<file path="src/rtl/cnbm_pkg.sv">
// ----------------------------------------------------------------------------
// cnbm_pkg
// Types, constants and helpers shared by the neighbor bin counter modules.
// ----------------------------------------------------------------------------
`timescale 1ns / 1ps
`default_nettype none

package cnbm_pkg;

   localparam int COORD_BITS    = 24;
   localparam int SQ_BITS       = 2 * COORD_BITS;
   localparam int SUM_BITS      = SQ_BITS + 2;
   localparam int CUT_BITS      = 52;
   localparam int SPC_BITS      = 3;
   localparam int NSP_BITS      = 4;
   localparam int MAP_BITS      = 32;
   localparam int BIN_BITS      = 2;
   localparam int CNT_BITS      = 12;
   localparam int CSR_DATA_BITS = 64;
   localparam int CSR_ADDR_BITS = 5;
   localparam int MID_DEPTH     = 4;
   localparam int OUT_DEPTH     = 2;

   localparam logic [CNT_BITS-1:0] COUNT_MAX = 12'd4095;

   // Register indexes (byte address divided by eight).
   localparam logic [1:0] CSR_CUTOFF  = 2'd0;
   localparam logic [1:0] CSR_SPECIES = 2'd1;
   localparam logic [1:0] CSR_MAP     = 2'd2;

   typedef struct packed {
      logic [COORD_BITS-1:0] center_x;
      logic [COORD_BITS-1:0] center_y;
      logic [COORD_BITS-1:0] center_z;
      logic [COORD_BITS-1:0] neighbor_x;
      logic [COORD_BITS-1:0] neighbor_y;
      logic [COORD_BITS-1:0] neighbor_z;
      logic [1:0]            center_species;
      logic [1:0]            neighbor_species;
      logic                  last_neighbor;
      logic                  last_atom;
   } req_type;

   typedef struct packed {
      logic [CNT_BITS-1:0] atom_max_count;
      logic [CNT_BITS-1:0] overall_max_count;
      logic                final_res;
   } rsp_type;

   typedef struct packed {
      logic [CUT_BITS-1:0] cutoff_squared;
      logic [SPC_BITS-1:0] species_count;
      logic [MAP_BITS-1:0] pair_bin_map;
   } cfg_type;

   // One classified pair as handed from the front to the back.
   typedef struct packed {
      logic                inc;
      logic [BIN_BITS-1:0] bin;
      logic                last_neighbor;
      logic                last_atom;
   } mid_type;

   localparam int MID_BITS = $bits(mid_type);
   localparam int RSP_BITS = $bits(rsp_type);

   // Species count in use: zero acts as one, and the count is capped at max_sp.
   function automatic logic [NSP_BITS-1:0] eff_species(logic [SPC_BITS-1:0] sc,
                                                       logic [NSP_BITS-1:0] max_sp);
      logic [NSP_BITS-1:0] n;
      n = {1'b0, sc};
      if (n == '0) begin
         n = NSP_BITS'(1);
      end
      if (n > max_sp) begin
         n = max_sp;
      end
      return n;
   endfunction

endpackage

`default_nettype wire

</file>
<file path="src/rtl/cnbm_queue.sv">
// ----------------------------------------------------------------------------
// cnbm_queue
// Small first-in first-out queue with the oldest entry shown at its head.
// ----------------------------------------------------------------------------
`timescale 1ns / 1ps
`default_nettype none

module cnbm_queue #(
   parameter int WIDTH = 8,
   parameter int DEPTH = 4
) (
   input  wire logic             clock,
   input  wire logic             reset,
   input  wire logic             push_i,
   input  wire logic [WIDTH-1:0] data_i,
   output logic                  full_o,
   input  wire logic             pop_i,
   output logic [WIDTH-1:0]      data_o,
   output logic                  empty_o
);

   localparam int PW = (DEPTH > 1) ? $clog2(DEPTH) : 1;
   localparam int CW = $clog2(DEPTH + 1);

   logic [WIDTH-1:0] mem_ff [DEPTH];
   logic [PW-1:0]    wr_ptr_ff, wr_ptr_in;
   logic [PW-1:0]    rd_ptr_ff, rd_ptr_in;
   logic [CW-1:0]    cnt_ff, cnt_in;
   logic             do_push, do_pop;

   assign full_o  = (cnt_ff == CW'(DEPTH));
   assign empty_o = (cnt_ff == '0);
   assign do_push = push_i && !full_o;
   assign do_pop  = pop_i && !empty_o;
   assign data_o  = mem_ff[rd_ptr_ff];

   // Pointers wrap at the depth, which need not be a power of two.
   always_comb begin
      wr_ptr_in = wr_ptr_ff;
      rd_ptr_in = rd_ptr_ff;
      cnt_in    = cnt_ff;
      if (do_push) begin
         wr_ptr_in = (wr_ptr_ff == PW'(DEPTH - 1)) ? '0 : wr_ptr_ff + PW'(1);
      end
      if (do_pop) begin
         rd_ptr_in = (rd_ptr_ff == PW'(DEPTH - 1)) ? '0 : rd_ptr_ff + PW'(1);
      end
      if (do_push && !do_pop) begin
         cnt_in = cnt_ff + CW'(1);
      end else if (do_pop && !do_push) begin
         cnt_in = cnt_ff - CW'(1);
      end
   end

   always_ff @(posedge clock) begin
      if (reset) begin
         wr_ptr_ff <= '0;
         rd_ptr_ff <= '0;
         cnt_ff    <= '0;
      end else begin
         wr_ptr_ff <= wr_ptr_in;
         rd_ptr_ff <= rd_ptr_in;
         cnt_ff    <= cnt_in;
      end
   end

   always_ff @(posedge clock) begin
      if (do_push) begin
         mem_ff[wr_ptr_ff] <= data_i;
      end
   end

endmodule

`default_nettype wire

</file>
<file path="src/rtl/cnbm_front.sv">
// ----------------------------------------------------------------------------
// cnbm_front
// Three-stage distance pipeline that classifies each pair for the back end.
// ----------------------------------------------------------------------------
`timescale 1ns / 1ps
`default_nettype none

module cnbm_front #(
   parameter int MAX_SPECIES = 4
) (
   input  wire logic              clock,
   input  wire logic              reset,
   input  wire cnbm_pkg::cfg_type cfg_i,
   input  wire logic              push_i,
   input  wire cnbm_pkg::req_type req_i,
   output logic                   full_o,
   output logic                   mid_push_o,
   output cnbm_pkg::mid_type      mid_o,
   input  wire logic              mid_full_i
);

   localparam int CB = cnbm_pkg::COORD_BITS;

   logic                       advance;
   logic                       accept;
   logic [CB-1:0]              mag [3];
   cnbm_pkg::mid_type          side;
   logic [cnbm_pkg::NSP_BITS-1:0] n_sp;
   logic [5:0]                 idx;
   logic [cnbm_pkg::BIN_BITS-1:0] bin;

   logic                       v0_ff, v1_ff, v2_ff;
   logic [CB-1:0]              mag_ff [3];
   logic [cnbm_pkg::SQ_BITS-1:0]  sq_ff [3];
   logic [cnbm_pkg::SUM_BITS-1:0] sum_ff;
   cnbm_pkg::mid_type          s0_ff, s1_ff, s2_ff;

   // The whole pipeline holds when its last stage cannot enter the queue.
   assign advance = !v2_ff || !mid_full_i;
   assign full_o  = !advance;
   assign accept  = push_i && advance;

   // Magnitude of each coordinate difference.
   always_comb begin
      logic [CB-1:0] cpos [3];
      logic [CB-1:0] npos [3];
      logic [CB:0]   diff;
      logic [CB:0]   neg;
      cpos[0] = req_i.center_x;
      cpos[1] = req_i.center_y;
      cpos[2] = req_i.center_z;
      npos[0] = req_i.neighbor_x;
      npos[1] = req_i.neighbor_y;
      npos[2] = req_i.neighbor_z;
      for (int a = 0; a < 3; a++) begin
         diff   = {npos[a][CB-1], npos[a]} - {cpos[a][CB-1], cpos[a]};
         neg    = ~diff + (CB + 1)'(1);
         mag[a] = diff[CB] ? neg[CB-1:0] : diff[CB-1:0];
      end
   end

   // Bin selection from the species pair. The inc field carries whether the
   // bin is one that is kept; the distance test joins it in the last stage.
   always_comb begin
      n_sp = cnbm_pkg::eff_species(cfg_i.species_count,
                                   cnbm_pkg::NSP_BITS'(MAX_SPECIES));
      idx  = 6'(req_i.center_species) * 6'(n_sp) + 6'(req_i.neighbor_species);
      bin  = '0;
      if (n_sp > cnbm_pkg::NSP_BITS'(1) && idx < 6'd16) begin
         bin = cfg_i.pair_bin_map[{idx[3:0], 1'b0} +: cnbm_pkg::BIN_BITS];
      end
      side.inc           = (int'(bin) < MAX_SPECIES);
      side.bin           = bin;
      side.last_neighbor = req_i.last_neighbor;
      side.last_atom     = req_i.last_atom;
   end

   always_ff @(posedge clock) begin
      if (reset) begin
         v0_ff <= 1'b0;
         v1_ff <= 1'b0;
         v2_ff <= 1'b0;
      end else if (advance) begin
         v0_ff <= accept;
         v1_ff <= v0_ff;
         v2_ff <= v1_ff;
      end
   end

   always_ff @(posedge clock) begin
      if (advance) begin
         for (int a = 0; a < 3; a++) begin
            mag_ff[a] <= mag[a];
            sq_ff[a]  <= {{CB{1'b0}}, mag_ff[a]} * {{CB{1'b0}}, mag_ff[a]};
         end
         sum_ff <= {2'b00, sq_ff[0]} + {2'b00, sq_ff[1]} + {2'b00, sq_ff[2]};
         s0_ff  <= side;
         s1_ff  <= s0_ff;
         s2_ff  <= s1_ff;
      end
   end

   always_comb begin
      mid_o     = s2_ff;
      mid_o.inc = s2_ff.inc && (sum_ff != '0) &&
                  (cnbm_pkg::CUT_BITS'(sum_ff) < cfg_i.cutoff_squared);
   end

   assign mid_push_o = v2_ff && !mid_full_i;

endmodule

`default_nettype wire

</file>
<file path="src/rtl/cnbm_back.sv">
// ----------------------------------------------------------------------------
// cnbm_back
// Bin counters and running maximum, one classified pair per beat.
// ----------------------------------------------------------------------------
`timescale 1ns / 1ps
`default_nettype none

module cnbm_back #(
   parameter int MAX_SPECIES = 4
) (
   input  wire logic                                clock,
   input  wire logic                                reset,
   input  wire logic [cnbm_pkg::SPC_BITS-1:0]       species_count_i,
   input  wire cnbm_pkg::mid_type                   mid_i,
   input  wire logic                                mid_empty_i,
   output logic                                     mid_pop_o,
   input  wire logic                                out_full_i,
   output logic                                     out_push_o,
   output cnbm_pkg::rsp_type                        out_o
);

   localparam int CNB = cnbm_pkg::CNT_BITS;

   logic [CNB-1:0] bins_ff [MAX_SPECIES];
   logic [CNB-1:0] bins_in [MAX_SPECIES];
   logic [CNB-1:0] upd [MAX_SPECIES];
   logic [CNB-1:0] rm_ff, rm_in;
   logic [CNB-1:0] amax, rm_new;
   logic [cnbm_pkg::NSP_BITS-1:0] n_sp;
   logic           take;

   // A report waits for room in the result queue; plain pairs never wait.
   assign take       = !mid_empty_i && (!mid_i.last_neighbor || !out_full_i);
   assign mid_pop_o  = take;
   assign out_push_o = take && mid_i.last_neighbor;
   assign n_sp       = cnbm_pkg::eff_species(species_count_i,
                                             cnbm_pkg::NSP_BITS'(MAX_SPECIES));

   always_comb begin
      bins_in = bins_ff;
      rm_in   = rm_ff;
      amax    = '0;
      for (int i = 0; i < MAX_SPECIES; i++) begin
         upd[i] = bins_ff[i];
         if (mid_i.inc && int'(mid_i.bin) == i && bins_ff[i] != cnbm_pkg::COUNT_MAX) begin
            upd[i] = bins_ff[i] + CNB'(1);
         end
      end
      // Bins at or above the species count are counted but not reported.
      for (int i = 0; i < MAX_SPECIES; i++) begin
         if (cnbm_pkg::NSP_BITS'(i) < n_sp && upd[i] > amax) begin
            amax = upd[i];
         end
      end
      rm_new = (amax > rm_ff) ? amax : rm_ff;
      if (take) begin
         if (mid_i.last_neighbor) begin
            for (int i = 0; i < MAX_SPECIES; i++) begin
               bins_in[i] = '0;
            end
            rm_in = mid_i.last_atom ? '0 : rm_new;
         end else begin
            bins_in = upd;
         end
      end
   end

   assign out_o = '{atom_max_count:    amax,
                    overall_max_count: rm_new,
                    final_res:         mid_i.last_atom};

   always_ff @(posedge clock) begin
      if (reset) begin
         for (int i = 0; i < MAX_SPECIES; i++) begin
            bins_ff[i] <= '0;
         end
         rm_ff <= '0;
      end else begin
         bins_ff <= bins_in;
         rm_ff   <= rm_in;
      end
   end

endmodule

`default_nettype wire

</file>
<file path="src/rtl/cutoff_neighbor_bin_max_counter.sv">
// ----------------------------------------------------------------------------
// cutoff_neighbor_bin_max_counter
// Counts neighbors inside a cutoff radius per species-pair bin and reports
// the per-atom and running maximum bin counts.
// ----------------------------------------------------------------------------
// The block takes one center/neighbor pair per clock cycle while full is low.
// A pair passes through the distance pipeline stages (difference, square,
// sum), waits in a four-entry queue, and is counted by the back end in the
// cycle it leaves that queue. Results wait in a two-entry output queue; the
// back end holds only a report while that queue is full, and the front
// stalls (full goes high) only once the middle queue has filled behind it.
// The sustained rate is one pair per cycle while reports can enter the
// output queue, since the back end updates the bin counters as each pair
// leaves the middle queue. Counters come out of reset at zero at once, with
// no clearing sweep.
`timescale 1ns / 1ps
`default_nettype none

module cutoff_neighbor_bin_max_counter #(
   parameter int MAX_SPECIES = 4
) (
   input  wire logic                                   clock,
   input  wire logic                                   reset,
   input  wire logic                                   push,
   input  wire cnbm_pkg::req_type                      req_item,
   output logic                                        full,
   output logic                                        empty,
   input  wire logic                                   pop,
   output cnbm_pkg::rsp_type                           rsp_item,
   input  wire logic                                   psel,
   input  wire logic                                   penable,
   input  wire logic                                   pwrite,
   input  wire logic [cnbm_pkg::CSR_ADDR_BITS-1:0]     paddr,
   input  wire logic [cnbm_pkg::CSR_DATA_BITS-1:0]     pwdata,
   output logic [cnbm_pkg::CSR_DATA_BITS-1:0]          prdata,
   output logic                                        pready
);

   localparam int DW = cnbm_pkg::CSR_DATA_BITS;

   logic [cnbm_pkg::CUT_BITS-1:0] cutoff_ff;
   logic [cnbm_pkg::SPC_BITS-1:0] species_ff;
   logic [cnbm_pkg::MAP_BITS-1:0] map_ff;
   logic [1:0]                    csr_idx;
   logic                          csr_wr;
   cnbm_pkg::cfg_type             cfg;

   logic                          mid_push, mid_full, mid_empty, mid_pop;
   cnbm_pkg::mid_type             mid_wr, mid_rd;
   logic [cnbm_pkg::MID_BITS-1:0] mid_rd_bits;
   logic                          out_push, out_full;
   cnbm_pkg::rsp_type             out_wr;
   logic [cnbm_pkg::RSP_BITS-1:0] out_rd_bits;

   assign pready  = 1'b1;
   assign csr_idx = paddr[cnbm_pkg::CSR_ADDR_BITS-1:3];
   assign csr_wr  = psel && penable && pwrite && pready;

   always_ff @(posedge clock) begin
      if (reset) begin
         cutoff_ff  <= '0;
         species_ff <= cnbm_pkg::SPC_BITS'(1);
         map_ff     <= '0;
      end else if (csr_wr) begin
         case (csr_idx)
            cnbm_pkg::CSR_CUTOFF:  cutoff_ff  <= pwdata[cnbm_pkg::CUT_BITS-1:0];
            cnbm_pkg::CSR_SPECIES: species_ff <= pwdata[cnbm_pkg::SPC_BITS-1:0];
            cnbm_pkg::CSR_MAP:     map_ff     <= pwdata[cnbm_pkg::MAP_BITS-1:0];
            default: ;
         endcase
      end
   end

   always_comb begin
      case (csr_idx)
         cnbm_pkg::CSR_CUTOFF:  prdata = DW'(cutoff_ff);
         cnbm_pkg::CSR_SPECIES: prdata = DW'(species_ff);
         cnbm_pkg::CSR_MAP:     prdata = DW'(map_ff);
         default:               prdata = '0;
      endcase
   end

   assign cfg = '{cutoff_squared: cutoff_ff,
                  species_count:  species_ff,
                  pair_bin_map:   map_ff};

   cnbm_front #(
      .MAX_SPECIES(MAX_SPECIES)
   ) u_front (
      .clock      (clock),
      .reset      (reset),
      .cfg_i      (cfg),
      .push_i     (push),
      .req_i      (req_item),
      .full_o     (full),
      .mid_push_o (mid_push),
      .mid_o      (mid_wr),
      .mid_full_i (mid_full)
   );

   cnbm_queue #(
      .WIDTH(cnbm_pkg::MID_BITS),
      .DEPTH(cnbm_pkg::MID_DEPTH)
   ) u_mid_queue (
      .clock   (clock),
      .reset   (reset),
      .push_i  (mid_push),
      .data_i  (mid_wr),
      .full_o  (mid_full),
      .pop_i   (mid_pop),
      .data_o  (mid_rd_bits),
      .empty_o (mid_empty)
   );

   assign mid_rd = cnbm_pkg::mid_type'(mid_rd_bits);

   cnbm_back #(
      .MAX_SPECIES(MAX_SPECIES)
   ) u_back (
      .clock           (clock),
      .reset           (reset),
      .species_count_i (species_ff),
      .mid_i           (mid_rd),
      .mid_empty_i     (mid_empty),
      .mid_pop_o       (mid_pop),
      .out_full_i      (out_full),
      .out_push_o      (out_push),
      .out_o           (out_wr)
   );

   cnbm_queue #(
      .WIDTH(cnbm_pkg::RSP_BITS),
      .DEPTH(cnbm_pkg::OUT_DEPTH)
   ) u_out_queue (
      .clock   (clock),
      .reset   (reset),
      .push_i  (out_push),
      .data_i  (out_wr),
      .full_o  (out_full),
      .pop_i   (pop),
      .data_o  (out_rd_bits),
      .empty_o (empty)
   );

   assign rsp_item = cnbm_pkg::rsp_type'(out_rd_bits);

endmodule

`default_nettype wire

</file>
<file path="config.mk">
export PLATFORM = sky130hd
export DESIGN_NAME = cutoff_neighbor_bin_max_counter
export DESIGN_NICKNAME = d
export VERILOG_FILES = /design/src/rtl/cnbm_pkg.sv /design/src/rtl/cnbm_queue.sv /design/src/rtl/cnbm_front.sv /design/src/rtl/cnbm_back.sv /design/src/rtl/cutoff_neighbor_bin_max_counter.sv
export SDC_FILE = /design/constraint.sdc
export NUM_CORES = 2
export LEC_CHECK = 0
export ABC_AREA = 1
export BUFFER_PORTS_ARGS = -buffer_cell sky130_fd_sc_hd__buf_2
export CAP_MARGIN = 20
export CORE_ASPECT_RATIO = 1.25
export CORE_MARGIN = 4
export CORE_UTILIZATION = 55
export DETAILED_ROUTE_END_ITERATION = 6
export PLACE_DENSITY = 0.7
export SLEW_MARGIN = 20
export SYNTH_ARGS = -nofsm -noshare
export SYNTH_HDL_FRONTEND = slang
export SYNTH_SLANG_ARGS = --single-unit
</file>
<file path="constraint.sdc">
create_clock -name clock -period 22.4 [get_ports clock]
set_clock_uncertainty 0.1 [all_clocks]
set_input_delay 1.12 -clock clock [delete_from_list [all_inputs] [get_ports clock]]
set_output_delay 1.12 -clock clock [all_outputs]
set_load 0.05 [all_outputs]
</file>
# Word-level counts from Yosys, hierarchy flattened
# Memory sizes are Yosys's and may differ from the RTL's. A register that Yosys moved wholly into a read port is not among the register bits.
# Cells that the tools add are included.
[word_totals]
register_bits = 223
ramBits = 286
in_bits = 226
output_inout_bits = 92
mem_count = 4
[mem_list]
columns = ["memory", "words", "word_bits", "rd", "rd_clocked_by_memory_dff", "wr", "line", "text"]
rows = [
  ["u_front.sq_ff", 3, 48, 3, 0, 3, "cnbm_front.sv:34", "logic [cnbm_pkg::SQ_BITS-1:0] sq_ff [3];"],
  ["u_front.mag_ff", 3, 24, 3, 0, 3, "cnbm_front.sv:33", "logic [CB-1:0] mag_ff [3];"],
  ["u_out_queue.mem_ff", 2, 25, 1, 1, 1, "cnbm_queue.sv:25", "logic [WIDTH-1:0] mem_ff [DEPTH];"],
  ["u_mid_queue.mem_ff", 4, 5, 1, 1, 1, "cnbm_queue.sv:25", ""],
]
[op_classes]
add_sub_neg = 21
multipliers = 4
n_lt_le_gt_ge = 13
n_eq_ne = 13
n_shift = 1
muxes = 35
bitwise_logic = 3
reduce_logical = 53
[ops]
columns = ["op", "n"]
rows = [
  ["$pmux W52 S3", 1],
  ["$mul A24 B24 Y48", 3],
  ["$mux W12", 10],
  ["$sub A24 B24 Y25", 3],
  ["$add A24 B1 Y24 const B", 3],
  ["$mux W24", 3],
  ["$not A24 Y24", 3],
  ["$lt A50 B52 Y1", 1],
  ["$add A50 B48 Y50", 1],
  ["$reduce_bool A50 Y1", 1],
  ["$add A48 B48 Y49", 1],
  ["$add A12 B1 Y12 const B", 4],
  ["$gt A12 B12 Y1", 4],
  ["$mux W48", 1],
  ["$ne A12 B12 Y1 const B", 4],
  ["$shiftx A32 B6 Y2", 1],
  ["$logic_and A1 B1 Y1", 28],
  ["$eq A2 B2 Y1 const B", 6],
  ["$gt A12 B1 Y1 const B", 1],
  ["$mux W2", 6],
  ["$mux W3", 4],
  ["$logic_not A1 Y1", 11],
  ["$mux W1", 10],
  ["$reduce_and A2 Y1", 4],
  ["other kinds (18)", 29],
]

# Depth between registers and ports, before layout
[depth]
word_depth = 19
mapped_depth = 61
depth_no_buf = 57

# Modules after synthesis
# Synthesis repeated with hierarchy kept, for this count alone.
[unflattened]
hier_cells = 10524
hier_area_um2 = 84692.5
[modules_own_cells]
columns = ["module", "n_inst", "cells_each", "area_each_um2", "seq_area_each_um2"]
rows = [
  ["cnbm_front", 1, 8650, 70973.1, 8318.0],
  ["cnbm_back", 1, 999, 6129.6, 1201.2],
  ["cutoff_neighbor_bin_max_counter", 1, 641, 4174.0, 1741.7],
  ["cnbm_queue at u_out_queue", 1, 115, 2162.1, 1601.5],
  ["cnbm_queue at u_mid_queue", 1, 119, 1253.7, 780.7],
]

# Worst setup path after synthesis
# OpenSTA, ideal clock, no wires.
[synth_timing]
kind = "reg2out"
from = "register u_mid_queue.cnt_ff[0]"
to = "output full"
arrival_ns = 10.224
required_ns = 21.180
path_slack_ns = 10.956
path_stages_with_launch = 4
n_path_buf = 0
cell_sequence = "dfxtp_1 nor2_1 nand3_1 inv_1"
[synth_via]
elab_chain_cells = 4
[synth_rtl]
columns = ["element", "line", "text"]
rows = [
  ["from (decl)", "cnbm_queue.sv:28", "logic [CW-1:0] cnt_ff, cnt_in;"],
  ["from (signal assigned)", "cnbm_queue.sv:63", "cnt_ff <= cnt_in;"],
  ["$eq A3 B3 Y1", "cnbm_queue.sv:31", "assign full_o = (cnt_ff == CW'(DEPTH));"],
  ["$logic_not A1 Y1", "cnbm_front.sv:39", "assign advance = !v2_ff || !mid_full_i;"],
  ["$logic_or A1 B1 Y1", "cnbm_front.sv:39", ""],
  ["$logic_not A1 Y1", "cnbm_front.sv:40", "assign full_o = !advance;"],
  ["to (decl)", "cutoff_neighbor_bin_max_counter.sv:26", "output logic full,"],
]
# No other way between the ends.

==> results <==
- The floorplan step set the die height to 437 um.
- For this run, the number of Yosys warnings is 0.
- The post-route clock period utilization is 0.498.
- The total area inside the core boundary comes to 147,000 sq um.
- The most common cell in the synthesized netlist is sky130_fd_sc_hd__inv_1.
- The filler cells instantiated in the layout total 13,000.
- The clock tree from TritonCTS is done.
- The initial antenna violation count was 12.
- The worst stage delay on the critical path is 0.85 ns.
- Based on the critical path, the design can be clocked at up to 0.0897 GHz.
- The class of the tightest hold or removal check is register to register.
- The number of setup violations in the final report is 0.
- The max-slew violation count came to 0.
- The source of the worst hold timing path is u_front.s1_ff[3].
- The worst setup path is captured at a register.
- The final number of hold-violating endpoints is 0.
- The starting density of the core is 0.554.
- For this run, global-route usage on met3 was measured as 0.0308.
- The data required time at the worst endpoint is 22.92 ns.
- The total clock buffers created by CTS is 59.
- The register-to-register setup slack is 11.25 ns.
- The number of design rule violations left after detail routing is 0.
- The area growth from synthesis to final layout is 7.09%.
- The async set or reset register ratio after synthesis is 0.
- The floorplan step set the die width to 352 um.
- For this design the top-level I/O count stands at 318.
- In the final layout, the share of cells above drive strength 1 is 0.0593.
- The multiplexer share of the synthesized area is 0.00347.
- Max-cap violations in this run came to 0.
- The data arrival time of the critical path is 11.67 ns.
- The footprint of the flip-flops and latches is 13,600 sq um.
- Sorting the synthesized cells by how often they occur yields 2,693 x sky130_fd_sc_hd__inv_1, 1,695 x sky130_fd_sc_hd__nand2_1, 1,271 x sky130_fd_sc_hd__fa_1, 816 x sky130_fd_sc_hd__ha_1, 587 x sky130_fd_sc_hd__a21oi_1.
- The post-synthesis instance area is 81,100 sq um.
- Of the total synthesized cell area, the portion taken by full adders, half adders and majority gates is 0.439.
- Routability-driven placement finished with a final weighted congestion of 0.935.
- The clock tree root driver cell is sky130_fd_sc_hd__clkbuf_16.
- For met1 alone, demand over resource in global routing was 0.324.
- The number of buffers on the longest clock path is 3.
- The number of resized instances in the post-cts repair step is 0.
- The register area share after synthesis is 0.168.
- The HPWL after detailed placement is 165 mm.
- Setup repair after global routing left no endpoint under its margin.
- In this run the worst path has a maximum fanout of 16.
- Counting flops and latches in the post-synthesis netlist gives 509.
- Port buffering added 289 buffers.
- At the pin with the least slew margin, the transition time is 1.19 ns.
- The run finished with clean final reports.
- In this run the remaining antenna-violating nets after routing total 0.
- The hold buffer count at cts is 0.
- Dividing the detail-routed wire length by the instance count gives 17.0 um.
- The first global-routing pass estimated 330 mm of wire.
- Of all cell types, the one taking the most synthesized area is sky130_fd_sc_hd__fa_1.
- The largest family of logic cells by synthesized area is adder cells.
- The CTS sink count is 509.
- The cell that appears most often on the critical path is sky130_fd_sc_hd__nand2_1.
- The floorplan step defined a die boundary enclosing 154,000 sq um.
- Entering global routing, the biggest net connects 169 pins.
- Post-CTS timing repair inserted 0 buffers for setup.
- After routing, the total negative slack on setup checks comes to 0 ns.
- In the global route stage, overall resource usage came out at 0.268.
- The via density per instance is 5.25.
- The worst setup path is of the register to register kind.
- The met2 layer usage reported by global route is 0.479.
- In this run, the number of DRC markers left after iteration 0 of detailed routing was 3,515.
- Of the total synthesized cell area, the portion taken by XOR and XNOR cells is 0.0452.
- Sorting the synthesized cells by area gives the leading types as sky130_fd_sc_hd__fa_1 31%, sky130_fd_sc_hd__edfxtp_1 13%, sky130_fd_sc_hd__ha_1 13%, sky130_fd_sc_hd__inv_1 12%, sky130_fd_sc_hd__nand2_1 7.8%.
- In this run the tightest slew margin relative to its limit is 0.204.
- The source-to-sink clock delay at the later pin of the worst-skew pair is 0.72 ns.
- The count of flip-flops with a built-in enable after synthesis is 345.
- The clock period minus worst slack is 11.15 ns.
- The compound-gate portion of the synthesized area is 0.0795.
- Detailed routing inserted a total of 62,100 vias.
- The number of detailed-routing iterations run before antenna repair is 6.
- The number of different library cells used by synthesis comes to 61.
- The busiest layer in global routing is met2.
- The total overflow left after global routing is 0.
- STA classifies the critical path startpoint as a register.
- The dominant synthesized flop cell is sky130_fd_sc_hd__edfxtp_1.
- The slowest stage of the critical path is the sky130_fd_sc_hd__and2_0 cell.
- The final layout contains routed wiring with a total length of 201 mm.
- A synthesized cell averages 8.40 sq um.
- The area taken by multi-input logic gates is 56,400 sq um.
- CTS built an H-tree with a depth of 2.
- The final layout contains 12,200 nets.
- The number of global-route vias before repair is 65,800.
- The share of synthesized area in the top cell type comes to 0.314.
- Clock-pin slew was measured on the worst setup and hold paths at 0.07 ns.
- After technology mapping, the gate count stands at 9,662.
- The simple logic cell fraction of the synthesized area is 0.127.
- The number of cell rows is 157.
[layer usage]
layer  wire length, um  share of wire
met1             78600           0.39
met2            103000           0.51
met3              9850          0.049
met4              9970          0.050
met5                 0              0
[critical path, delay by kind of cell, from the launching register on]
family	cells	cell delay [ns]
adders and majority gates	4	1.21
and+or+nand+nor	36	6.00
buffers and inverters	8	1.78
xor gates and xnor gates	1	0.25
DFF	1	0.54
AOI/OAI and AO/OA	5	1.16
[layout make-up]
cell class / instances / share of cell area
Clock buffer: 75 / 0.0189
Sequential cell: 509 / 0.157
Inverter: 2698 / 0.117
Tap cell: 1908 / 0.0275
Timing Repair Buffer: 365 / 0.0256
Clock inverter: 37 / 0.00467
Antenna cell: 9 / 0.000259
Multi-Input combinational cell: 6223 / 0.649
[state kept, by name (all words and copies together) (netlist names), 4 cells and up, named ones only]
signal,flops
cutoff_ff,52
u_front.s1_ff,4
u_front.mid_o,4
u_front.sq_ff,141
map_ff,32
u_back.bins_ff,48
u_front.mag_ff,72
u_front.s0_ff,4
u_out_queue.mem_ff,50
u_back.rm_ff,12
u_front.sum_ff,50
u_mid_queue.mem_ff,20
[final timing paths]
path / end / cells past startpoint
worst min-delay path: u_front.mid_o[3] / 0
worst max-delay path: u_back.rm_ff[10] / 54
worst min register to register: u_front.mid_o[3] / 0
worst max register to register: u_back.rm_ff[10] / 54
[logic make-up (layout without fill, tap and decap cells)]
| kind of cell | Yosys count | count (layout) |
|---|---|---|
| fa+ha+maj | 2087 | 2087 |
| buf+inv | 2941 | 3175 |
| compound gates | 1162 | 1162 |
| xor+xnor | 419 | 419 |
| simple gates | 2517 | 2517 |
| other cells | 2 | 22 |
| mux | 25 | 25 |
| flops | 509 | 509 |
[stage by stage]
stage,area (sq um),instances,worst slack [ns],hold slack (ns),util
floorplan,81200,9673,10.96,0.300,-
global placement,84500,11700,11.53,0.309,0.577
detailed placement,84600,11700,11.37,0.306,0.577
CTS,86600,11800,11.33,0.335,0.591
global route,86900,11800,10.20,0.341,0.593
finish,86900,11800,11.25,0.339,0.593
[placed cells by master, fill, tap and decap left out, types with 22 or more instances in the layout]
cell type | synthesis | final
sky130_fd_sc_hd__fa_1 | 1271 | 1271
sky130_fd_sc_hd__clkbuf_16 | 0 | 63
sky130_fd_sc_hd__o21ai_1 | 22 | 22
sky130_fd_sc_hd__nand4_1 | 47 | 47
sky130_fd_sc_hd__buf_2 | 4 | 289
sky130_fd_sc_hd__nand3_1 | 184 | 183
sky130_fd_sc_hd__a31oi_1 | 67 | 67
sky130_fd_sc_hd__xor2_1 | 279 | 279
sky130_fd_sc_hd__nand2_2 | 22 | 22
sky130_fd_sc_hd__nor2_1 | 417 | 415
sky130_fd_sc_hd__inv_1 | 2693 | 2691
sky130_fd_sc_hd__xnor2_1 | 140 | 140
sky130_fd_sc_hd__o22ai_1 | 25 | 25
sky130_fd_sc_hd__nor3_1 | 45 | 45
sky130_fd_sc_hd__ha_1 | 816 | 816
sky130_fd_sc_hd__nand3_2 | 22 | 22
sky130_fd_sc_hd__o211ai_1 | 25 | 25
sky130_fd_sc_hd__mux2_2 | 25 | 25
sky130_fd_sc_hd__nand2_1 | 1695 | 1695
sky130_fd_sc_hd__o21ai_0 | 285 | 285
sky130_fd_sc_hd__dfxtp_1 | 164 | 163
sky130_fd_sc_hd__a21o_1 | 22 | 22
sky130_fd_sc_hd__nor4_1 | 28 | 28
sky130_fd_sc_hd__buf_4 | 13 | 62
sky130_fd_sc_hd__edfxtp_1 | 345 | 345
sky130_fd_sc_hd__a21oi_1 | 587 | 587
sky130_fd_sc_hd__o21a_1 | 27 | 27
Power is not shown: default switching activity piles up to over one toggle a cycle in this logic, so the estimate is an artifact.
